`src/rtl/core/ffba_pkg.sv`:
```
// ffba_pkg: shared constants, codes and types of the first-fit block allocator.
// No dependencies; imported by the interfaces, the RAM users and the top level.

package ffba_pkg;

	// Table geometry
	localparam int MAX_BLOCKS = 64;
	localparam int IDX_W      = (MAX_BLOCKS > 1) ? $clog2(MAX_BLOCKS) : 1;
	localparam int CNT_W      = $clog2(MAX_BLOCKS + 1);

	// Field widths
	localparam int ADDR_W   = 32;
	localparam int HDR_W    = 8;
	localparam int STATUS_W = 3;
	localparam int CFG_IDX_W = 2;

	// Register reset values
	localparam logic [ADDR_W-1:0] HEAP_BASE_RST  = 32'h0000_0000;
	localparam logic [ADDR_W-1:0] HEAP_LIMIT_RST = 32'hFFFF_FFFF;
	localparam logic [HDR_W-1:0]  HEADER_RST     = 8'd12;

	// Configuration register indexes
	localparam logic [CFG_IDX_W-1:0] CFG_HEAP_BASE  = 2'd0;
	localparam logic [CFG_IDX_W-1:0] CFG_HEAP_LIMIT = 2'd1;
	localparam logic [CFG_IDX_W-1:0] CFG_HEADER     = 2'd2;

	// Request kinds
	localparam logic MODE_ALLOC   = 1'b0;
	localparam logic MODE_RELEASE = 1'b1;

	// Result status codes
	typedef enum logic [STATUS_W-1:0] {
		ST_OK      = 3'd0,
		ST_NULL    = 3'd1,
		ST_LIMIT   = 3'd2,
		ST_FULL    = 3'd3,
		ST_UNKNOWN = 3'd4
	} status_t;

	// One table entry as stored in the block RAM
	typedef struct packed {
		logic [ADDR_W-1:0] blk_start;
		logic [ADDR_W-1:0] blk_size;
		logic              blk_free;
	} entry_t;

	localparam int ENTRY_W = $bits(entry_t);

endpackage

```
`src/rtl/core/ffba_req_if.sv`:
```
// ffba_req_if: request channel of the allocator (valid/ready plus request fields).
// Depends on ffba_pkg for field widths.

interface ffba_req_if;
	import ffba_pkg::*;

	logic              valid;
	logic              ready;
	logic              mode;
	logic [ADDR_W-1:0] request_size;
	logic [ADDR_W-1:0] payload_address;

	modport source (output valid, output mode, output request_size,
		output payload_address, input ready);
	modport sink (input valid, input mode, input request_size,
		input payload_address, output ready);

endinterface

```
`src/rtl/core/ffba_rsp_if.sv`:
```
// ffba_rsp_if: response channel of the allocator (valid/ready plus result fields).
// Depends on ffba_pkg for field widths.

interface ffba_rsp_if;
	import ffba_pkg::*;

	logic                valid;
	logic                ready;
	logic [ADDR_W-1:0]   result_address;
	logic [STATUS_W-1:0] status;
	logic                reused;

	modport source (output valid, output result_address, output status,
		output reused, input ready);
	modport sink (input valid, input result_address, input status,
		input reused, output ready);

endinterface

```
`src/rtl/core/ffba_ram.sv`:
```
// ffba_ram: generic simple dual-port RAM, one write and one registered read port.
// No dependencies.

module ffba_ram #(
	parameter int WIDTH = 8,
	parameter int DEPTH = 16,
	localparam int AW = (DEPTH > 1) ? $clog2(DEPTH) : 1
) (
	input  logic             clk,
	input  logic             we,
	input  logic [AW-1:0]    waddr,
	input  logic [WIDTH-1:0] wdata,
	input  logic             re,
	input  logic [AW-1:0]    raddr,
	output logic [WIDTH-1:0] rdata
);

	logic [WIDTH-1:0] mem [DEPTH];

	// Write port
	always_ff @(posedge clk) begin
		if (we) begin
			mem[waddr] <= wdata;
		end
	end

	// Registered read port
	always_ff @(posedge clk) begin
		if (re) begin
			rdata <= mem[raddr];
		end
	end

endmodule

```
`src/rtl/core/first_fit_block_allocator_top.sv`:
```
// first_fit_block_allocator_top: first-fit heap block table with break pointer.
// Depends on ffba_pkg, ffba_req_if, ffba_rsp_if and ffba_ram.
//
//  channel | dir | handshake            | payload
//  --------+-----+----------------------+-------------------------------------------
//  req     | in  | valid/ready          | mode, request_size, payload_address
//  rsp     | out | valid/ready          | result_address, status, reused
//  cfg     | in  | cfg_we (no wait)     | cfg_index, cfg_wdata
//
// Flow: an item that needs a table walk reads the live entries in order until a hit,
// an append after a full walk passes through APPEND too; null requests and requests on
// an empty table skip the walk. The walk reads one entry per cycle from the table RAM.
// Reset: table count and FSM clear at once; the table RAM needs no clearing pass.
// Stalls: a new item is taken while the previous result sits in the output
// register; an item's result waits in DONE until the output register is free.

module first_fit_block_allocator_top (
	input  logic                              clk,
	input  logic                              arst_n,
	input  logic                              cfg_we,
	input  logic [ffba_pkg::CFG_IDX_W-1:0]    cfg_index,
	input  logic [ffba_pkg::ADDR_W-1:0]       cfg_wdata,
	ffba_req_if.sink                          req,
	ffba_rsp_if.source                        rsp
);
	import ffba_pkg::*;

	typedef enum logic [3:0] {
		S_IDLE   = 4'b0001,
		S_SCAN   = 4'b0010,
		S_APPEND = 4'b0100,
		S_DONE   = 4'b1000
	} fsm_t;

	fsm_t state_q;

	// Configuration and global state
	logic [ADDR_W-1:0] limit_q;
	logic [HDR_W-1:0]  hdr_q;
	logic [CNT_W-1:0]  count_q;
	logic [ADDR_W-1:0] break_q;

	// Latched request
	logic              mode_q;
	logic [ADDR_W-1:0] size_q;
	logic [ADDR_W-1:0] addr_q;

	// Walk control
	logic [IDX_W-1:0]  scan_idx_q;
	logic              issued_all_q;
	logic              rd_valid_s1;
	logic [IDX_W-1:0]  idx_s1;

	// Pending result and output register
	logic [ADDR_W-1:0] res_addr_q;
	status_t           res_status_q;
	logic              res_reused_q;
	logic              out_valid_q;
	logic [ADDR_W-1:0] out_addr_q;
	status_t           out_status_q;
	logic              out_reused_q;

	// RAM ports
	logic              mem_we;
	logic [IDX_W-1:0]  mem_waddr;
	entry_t            mem_wdata;
	logic              issue;
	logic [ENTRY_W-1:0] mem_rdata;
	entry_t            rd_entry;

	// Datapath terms
	logic [CNT_W-1:0]  last_cnt;
	logic [IDX_W-1:0]  last_idx;
	logic              check;
	logic [ADDR_W-1:0] payload_s1;
	logic              alloc_fit;
	logic              free_match;
	logic              hit;
	logic              at_last;
	logic              pop_ok;
	logic [ADDR_W+1:0] next_brk;
	logic              full;
	logic              over;
	logic              append_ok;
	logic              out_free;

	ffba_ram #(
		.WIDTH (ENTRY_W),
		.DEPTH (MAX_BLOCKS)
	) u_table (
		.clk   (clk),
		.we    (mem_we),
		.waddr (mem_waddr),
		.wdata (mem_wdata),
		.re    (issue),
		.raddr (scan_idx_q),
		.rdata (mem_rdata)
	);

	assign rd_entry = entry_t'(mem_rdata);

	// Walk issue and per-entry checks
	always_comb begin
		last_cnt   = count_q - CNT_W'(1);
		last_idx   = last_cnt[IDX_W-1:0];
		issue      = (state_q == S_SCAN) && !issued_all_q;
		check      = (state_q == S_SCAN) && rd_valid_s1;
		payload_s1 = rd_entry.blk_start + {{(ADDR_W-HDR_W){1'b0}}, hdr_q};
		alloc_fit  = rd_entry.blk_free && (rd_entry.blk_size >= size_q);
		free_match = (payload_s1 == addr_q);
		hit        = check && ((mode_q == MODE_ALLOC) ? alloc_fit : free_match);
		at_last    = (idx_s1 == last_idx);
		pop_ok     = at_last &&
			(({1'b0, addr_q} + {1'b0, rd_entry.blk_size}) == {1'b0, break_q});
	end

	// Append checks: table full first, then heap limit
	always_comb begin
		next_brk  = {2'b00, break_q} + {{(ADDR_W+2-HDR_W){1'b0}}, hdr_q} +
			{2'b00, size_q};
		full      = (count_q == CNT_W'(MAX_BLOCKS));
		over      = (next_brk > {2'b00, limit_q});
		append_ok = (state_q == S_APPEND) && !full && !over;
	end

	// Table write-back: mark used/free on a hit (none when a release pops the last entry), or store the new block
	always_comb begin
		mem_we    = append_ok || (hit && !((mode_q == MODE_RELEASE) && pop_ok));
		mem_waddr = (state_q == S_APPEND) ? count_q[IDX_W-1:0] : idx_s1;
		if (state_q == S_APPEND) begin
			mem_wdata.blk_start = break_q;
			mem_wdata.blk_size  = size_q;
			mem_wdata.blk_free  = 1'b0;
		end else begin
			mem_wdata.blk_start = rd_entry.blk_start;
			mem_wdata.blk_size  = rd_entry.blk_size;
			mem_wdata.blk_free  = (mode_q == MODE_RELEASE);
		end
	end

	assign out_free = !out_valid_q || rsp.ready;

	// Channel outputs
	assign req.ready          = (state_q == S_IDLE);
	assign rsp.valid          = out_valid_q;
	assign rsp.result_address = out_addr_q;
	assign rsp.status         = out_status_q;
	assign rsp.reused         = out_reused_q;

	// Read pipeline stage (payload, no reset needed beyond valid)
	always_ff @(posedge clk) begin
		idx_s1 <= scan_idx_q;
	end

	// Control, configuration and result registers
	always_ff @(posedge clk or negedge arst_n) begin
		if (!arst_n) begin
			state_q      <= S_IDLE;
			limit_q      <= HEAP_LIMIT_RST;
			hdr_q        <= HEADER_RST;
			count_q      <= '0;
			break_q      <= HEAP_BASE_RST;
			issued_all_q <= 1'b0;
			rd_valid_s1  <= 1'b0;
			scan_idx_q   <= '0;
			out_valid_q  <= 1'b0;
			mode_q       <= MODE_ALLOC;
			size_q       <= '0;
			addr_q       <= '0;
			res_addr_q   <= '0;
			res_status_q <= ST_OK;
			res_reused_q <= 1'b0;
			out_addr_q   <= '0;
			out_status_q <= ST_OK;
			out_reused_q <= 1'b0;
		end else begin
			rd_valid_s1 <= issue;

			// Register writes; the host must write only while idle, which the block does not enforce
			if (cfg_we) begin
				unique case (cfg_index)
					CFG_HEAP_BASE: begin
						if (count_q == '0) begin
							break_q <= cfg_wdata;
						end
					end
					CFG_HEAP_LIMIT: limit_q <= cfg_wdata;
					CFG_HEADER:     hdr_q   <= cfg_wdata[HDR_W-1:0];
					default: ;
				endcase
			end

			// Output register drains unless DONE reloads it this cycle
			if (out_valid_q && rsp.ready && (state_q != S_DONE)) begin
				out_valid_q <= 1'b0;
			end

			unique case (state_q)
				S_IDLE: begin
					if (req.valid) begin
						mode_q       <= req.mode;
						size_q       <= req.request_size;
						addr_q       <= req.payload_address;
						scan_idx_q   <= '0;
						issued_all_q <= 1'b0;
						res_addr_q   <= '0;
						res_reused_q <= 1'b0;
						if (req.mode == MODE_ALLOC) begin
							priority if (req.request_size == '0) begin
								res_status_q <= ST_NULL;
								state_q      <= S_DONE;
							end else if (count_q == '0) begin
								res_status_q <= ST_OK;
								state_q      <= S_APPEND;
							end else begin
								res_status_q <= ST_OK;
								state_q      <= S_SCAN;
							end
						end else begin
							priority if (req.payload_address == '0) begin
								res_status_q <= ST_NULL;
								state_q      <= S_DONE;
							end else if (count_q == '0) begin
								res_status_q <= ST_UNKNOWN;
								state_q      <= S_DONE;
							end else begin
								res_status_q <= ST_OK;
								state_q      <= S_SCAN;
							end
						end
					end
				end

				S_SCAN: begin
					// Issue one read per cycle up to the last entry
					if (issue) begin
						if (scan_idx_q == last_idx) begin
							issued_all_q <= 1'b1;
						end else begin
							scan_idx_q <= scan_idx_q + IDX_W'(1);
						end
					end
					// Evaluate the entry read last cycle
					if (hit) begin
						state_q <= S_DONE;
						if (mode_q == MODE_ALLOC) begin
							res_addr_q   <= payload_s1;
							res_reused_q <= 1'b1;
						end else if (pop_ok) begin
							count_q <= last_cnt;
							break_q <= rd_entry.blk_start;
						end
					end else if (check && at_last) begin
						if (mode_q == MODE_ALLOC) begin
							state_q <= S_APPEND;
						end else begin
							res_status_q <= ST_UNKNOWN;
							state_q      <= S_DONE;
						end
					end
				end

				S_APPEND: begin
					priority if (full) begin
						res_status_q <= ST_FULL;
					end else if (over) begin
						res_status_q <= ST_LIMIT;
					end else begin
						count_q    <= count_q + CNT_W'(1);
						break_q    <= next_brk[ADDR_W-1:0];
						res_addr_q <= break_q + {{(ADDR_W-HDR_W){1'b0}}, hdr_q};
					end
					state_q <= S_DONE;
				end

				S_DONE: begin
					if (out_free) begin
						out_valid_q  <= 1'b1;
						out_addr_q   <= res_addr_q;
						out_status_q <= res_status_q;
						out_reused_q <= res_reused_q;
						state_q      <= S_IDLE;
					end
				end

				default: state_q <= S_IDLE;
			endcase
		end
	end

`ifndef NO_ASSERTIONS
	// Block count never exceeds the table depth
	a_count_range: assert property (@(posedge clk) disable iff (!arst_n)
		count_q <= CNT_W'(MAX_BLOCKS))
		else $error("block count beyond table depth");

	// Table writes happen only during a walk hit or an append
	a_we_state: assert property (@(posedge clk) disable iff (!arst_n)
		mem_we |-> (state_q == S_SCAN || state_q == S_APPEND))
		else $error("table write outside walk or append");

	// A successful append grows the table by exactly one entry
	a_append_count: assert property (@(posedge clk) disable iff (!arst_n)
		append_ok |=> count_q == $past(count_q) + CNT_W'(1))
		else $error("append did not advance block count");

	// A finished item reaches the output register once it is free
	a_done_load: assert property (@(posedge clk) disable iff (!arst_n)
		(state_q == S_DONE && out_free) |=> (out_valid_q && state_q == S_IDLE))
		else $error("result not loaded into output register");

	// Walk reads never run past the last live entry
	a_walk_bound: assert property (@(posedge clk) disable iff (!arst_n)
		(state_q == S_SCAN && rd_valid_s1) |-> idx_s1 <= last_idx)
		else $error("walk read beyond last entry");
`endif

endmodule

```
`src/flat_wrapper.sv`:
```
// flat-port wrapper written by rule: the top's interface ports become plain ports
module first_fit_block_allocator_top_flat import ffba_pkg::*;
  (clk, arst_n, cfg_we, cfg_index, cfg_wdata, req_valid, req_mode, req_request_size, req_payload_address, req_ready, rsp_valid, rsp_result_address, rsp_status, rsp_reused, rsp_ready);
  ffba_req_if req_i ();
  ffba_rsp_if rsp_i ();
  input  logic clk;
  input  logic arst_n;
  input  logic cfg_we;
  input  logic [ffba_pkg::CFG_IDX_W-1:0] cfg_index;
  input  logic [ffba_pkg::ADDR_W-1:0] cfg_wdata;
  input wire logic [$bits(req_i.valid)-1:0] req_valid;
  input wire logic [$bits(req_i.mode)-1:0] req_mode;
  input wire logic [$bits(req_i.request_size)-1:0] req_request_size;
  input wire logic [$bits(req_i.payload_address)-1:0] req_payload_address;
  output wire logic [$bits(req_i.ready)-1:0] req_ready;
  output wire logic [$bits(rsp_i.valid)-1:0] rsp_valid;
  output wire logic [$bits(rsp_i.result_address)-1:0] rsp_result_address;
  output wire logic [$bits(rsp_i.status)-1:0] rsp_status;
  output wire logic [$bits(rsp_i.reused)-1:0] rsp_reused;
  input wire logic [$bits(rsp_i.ready)-1:0] rsp_ready;
  assign req_i.valid = req_valid;
  assign req_i.mode = req_mode;
  assign req_i.request_size = req_request_size;
  assign req_i.payload_address = req_payload_address;
  assign req_ready = req_i.ready;
  assign rsp_valid = rsp_i.valid;
  assign rsp_result_address = rsp_i.result_address;
  assign rsp_status = rsp_i.status;
  assign rsp_reused = rsp_i.reused;
  assign rsp_i.ready = rsp_ready;
  first_fit_block_allocator_top u_core (.clk(clk), .arst_n(arst_n), .cfg_we(cfg_we), .cfg_index(cfg_index), .cfg_wdata(cfg_wdata), .req(req_i), .rsp(rsp_i));
endmodule
```
`config.mk`:
```
export PLATFORM = sky130hd
export DESIGN_NAME = first_fit_block_allocator_top_flat
export DESIGN_NICKNAME = d
export VERILOG_FILES = /design/src/rtl/core/ffba_pkg.sv /design/src/rtl/core/ffba_req_if.sv /design/src/rtl/core/ffba_rsp_if.sv /design/src/rtl/core/ffba_ram.sv /design/src/rtl/core/first_fit_block_allocator_top.sv /design/src/flat_wrapper.sv
export SDC_FILE = /design/constraint.sdc
export NUM_CORES = 2
export LEC_CHECK = 0
export BUFFER_PORTS_ARGS = -buffer_cell sky130_fd_sc_hd__buf_2
export CAP_MARGIN = 5
export CORE_MARGIN = 8
export CORE_UTILIZATION = 35
export CTS_BUF_LIST = sky130_fd_sc_hd__clkbuf_4 sky130_fd_sc_hd__clkbuf_8 sky130_fd_sc_hd__clkbuf_16
export DETAILED_ROUTE_END_ITERATION = 10
export GPL_TIMING_DRIVEN = 0
export SLEW_MARGIN = 20
export SYNTH_ARGS = -nofsm -noshare
export SYNTH_HDL_FRONTEND = slang
export SYNTH_MEMORY_MAX_BITS = 65536
export SYNTH_SLANG_ARGS = --single-unit
export TNS_END_PERCENT = 50
```
`constraint.sdc`:
```
create_clock -name clk -period 26.2 [get_ports clk]
set_clock_uncertainty 0.1 [all_clocks]
set_input_delay 3.93 -clock clk [delete_from_list [all_inputs] [get_ports clk]]
set_output_delay 3.93 -clock clk [all_outputs]
set_load 0.05 [all_outputs]
```
==> results.toml <==
[worst_setup_path]
path_max_fanout = 11
critPathLaunchType = "register"
rr_worst_depth = 34
worst_path_most_repeated_cell = "buf_6"
rrSetupSlack_ns = 15.34
r2r-end = "u_core.u_table.mem[31][58]"
r2r-start = "u_core.break_q[0]"
cp_slowest_cell = "o31ai_1"
critPathArrivalTime_ns = 11.49
required_ns = 26.83
cpPeakStageDelay_ns = 0.80
critical_path_class = "reg -> reg"
worstSetupEndpointType = "register"

[timing]
hold_viol = 0
max_slew_margin = 0.164
final.setup.tns_ns = 0
drv_slew = 0
period_minus_slack_ns = 10.86
period_share = 0.414
hold_slack_ns = 0.271
setup_viol = 0
fmax_mhz = 92.1
rsz0062_at_grt = "no"
worst_pin_slew_ns = 1.25

[global_routing]
grt_pass1_vias = 96000
grt_pass1_wl_um = 790000
grt.total_usage = 0.208
antenna_found_initial = 48
grt_max_degree = 96
grt-ovfl-total = 0

[hold_path]
holdCritStartpoint = "u_core.scan_idx_q[5]"
min_delay_worst_endpoint = "u_core.idx_s1[5]"
hold-path-cell-count = 0
hp-class = "reg -> reg"

[logic_synthesis]
synth_seq_cells = 4460
yosys-top-cells-area = "edfxtp_1 70%, mux4_2 17%, dfrtp_1 2.7%, ha_1 1.0%, nand2_1 0.86%"
synth_edf_count = 4225
synth_area_per_cell_um2 = 21.2
synth_nets = 8757
ys_seq_area_frac = 0.738
yosysTopAreaCell = "edfxtp_1"
synthArstFlopShare = 0.0513
ys.flop_type = "edfxtp_1"
synth.top_cell.area_share = 0.705
synthesis.area_mm2 = 0.180
synth_warnings = 0
synth_cells = 8498
ys_types = 98

[clocking]
hold_buffers = 0
clockRootBuffer = "clkbuf_16"
cts_buffers = 434
post_cts_buffers = 0
numClockSinks = 4460
clk_pin_slew_ns = 0.06
insertion_delay_ns = 1.03
tritoncts = "done"
clock_path_buffers = 4
ctsResizeCount = 0
ctsHtreeMaxLevel = 5

[pwr]
p_sw_uw = 6650
p_int_uw = 14200
p_leak_uw = 0.0678
seqPwrFrac = 0.414
pwr-share-clk = 0.308
combPwrFrac = 0.278
swShare = 0.319
ir_drop_v = 0.0000850
power_density_mw_per_mm2 = 96.6

[routing]
wirelength_um = 577000
wire_per_inst_um = 34.4
drc_errors = 0
vias_per_cell = 5.71
num_vias = 95900
dr.pass1.iters = 6
dr.first_iter.drc_count = 12600
route.antenna.remaining_nets = 0

[job]
maxCapViolCount = 0

[final_layout]
drive_gt1_frac = 0.327
nets = 9883
final_area_mm2 = 0.215
fin_util = 0.420
fin_cells = 16800
area_growth_pct = 19.7

[place]
gp_congestion = 0.935
dpl-instance-area_mm2 = 0.201
portBuffers = 141
place_hpwl_um = 434000
dp_cells = 15900

[floorplanning]
core_mm2 = 0.513
fp-row-count = 263
chipWidth_um = 733
initial_core_util = 0.351
die_height_um = 733
dieArea_mm2 = 0.537
ios = 142

[outcome]
status = "finished clean"
[worst max-delay path, delay by kind of cell (launching register included)]
kind / cells / cell delay, ns
AOI/OAI and AO/OA: 13 / 4.20
xor gates and xnor gates: 2 / 0.38
adders and majority gates: 4 / 1.38
buffers and inverters: 8 / 1.93
DFF: 1 / 0.48
and+or+nand+nor: 7 / 1.96
[how the worst max path moves through the flow]
stage | startpoint | to | slack [ns]
floorplan | u_core.break_q[0] | u_core.u_table.mem[51][0] | 14.91
global placement | u_core.break_q[0] | u_core.u_table.mem[63][24] | 3.67
detailed placement | u_core.break_q[0] | u_core.u_table.mem[31][59] | 15.50
CTS | u_core.break_q[0] | u_core.u_table.mem[31][58] | 15.40
global route | u_core.break_q[0] | u_core.u_table.mem[31][58] | 15.05
finish | u_core.break_q[0] | u_core.u_table.mem[31][58] | 15.34
[synthesized netlist by cell type, drive strengths merged (12+ instances only)]
cell type	instances
nor2	152
nand3	70
nand3b	13
o2111ai	12
mux2i	18
a211oi	26
nand4	59
a22oi	27
o21a	23
xnor2	114
inv	110
buf	150
edfxtp	4225
and3	28
a22o	22
or3	19
nor2b	21
o32ai	53
nand2b	24
a21oi	142
dfrtp	194
nor3	46
or2	12
mux4	1365
o22ai	14
dfstp	35
and4	20
o21ai	162
clkbuf	311
nor4	38
ha	151
a21o	62
nor4b	12
xor2	60
nand2	410
mux2	103
and2	19
[power by group through the flow]
stage	clock (uW)	combinational [uW]	sequential [uW]
finish	6410	5790	8610
global route	6750	6130	8600
CTS	6500	5780	8610
detailed placement	0	5750	8750
global placement	0	5300	8850
floorplan	0	3440	8600
[through the flow]
stage | total power, uW | setup WS, ns
after floorplan | 12000 | 14.91
after detailed placement | 14500 | 15.50
after CTS | 20900 | 15.40
final | 20800 | 15.34
after global placement | 14200 | 3.67
after global routing | 21500 | 15.05
[cell type report]
cell class | instances | area [um^2]
inverters | 110 | 413
clock inverters | 296 | 3120
multi-input cells | 3467 | 46700
diodes | 35 | 87.6
well taps | 6757 | 8450
flip-flops and latches | 4460 | 133000
repair buffers | 690 | 10500
plain buffers | 461 | 1990
clock buffers | 508 | 11500
fillers | 43800 | 297000
[cells by family (layout without fill, tap and decap cells)]
group	Yosys count	count (layout)	share of synthesized area
compound gates	680	680	0.0257
fa+ha+maj	155	155	0.0109
simple gates	967	967	0.0260
xor+xnor	179	179	0.00909
buf+inv	571	2065	0.0123
other cells	0	35	0
mux	1486	1486	0.178
flops	4460	4460	0.738
[metal layers]
| metal | vias to the layer above | part of all wire | global-route usage |
|---|---|---|---|
| met5 | - | 0.000087 | 0 |
| met4 | 8 | 0.045 | 0.0841 |
| met3 | 933 | 0.091 | 0.0431 |
| met2 | 5092 | 0.48 | 0.338 |
| met1 | 51700 | 0.39 | 0.275 |
| li1 | 38100 | - | - |
[cell usage in the layout (no fill, tap or decap), types with 46 or more instances in the layout]
cell type,n
a21o_1,62
a21oi_1,140
buf_1,47
buf_12,80
buf_16,127
buf_2,222
buf_6,125
buf_8,216
bufinv_16,53
clkbuf_1,225
clkbuf_16,438
clkbuf_2,98
clkbuf_4,72
clkinv_1,84
clkinv_2,94
dfrtp_1,194
edfxtp_1,4225
ha_1,151
inv_1,110
mux2_2,102
mux4_2,1365
nand2_1,382
nand3_1,70
nand4_1,59
nor2_1,150
nor3_1,46
o21ai_0,117
o32ai_4,50
xnor2_1,114
xor2_1,60
[state kept, by name (all words and copies together) (netlist names), 7 cells and up]
signal,flops
u_core.rsp.result_address,32
u_core.u_table.rdata,65
u_core.addr_q,32
u_core.u_table.mem,4160
u_core.limit_q,32
u_core.break_q,32
u_core.count_q,7
u_core.res_addr_q,32
u_core.size_q,32
u_core.hdr_q,8
No activity file was read; power rests on OpenSTA's default activity.
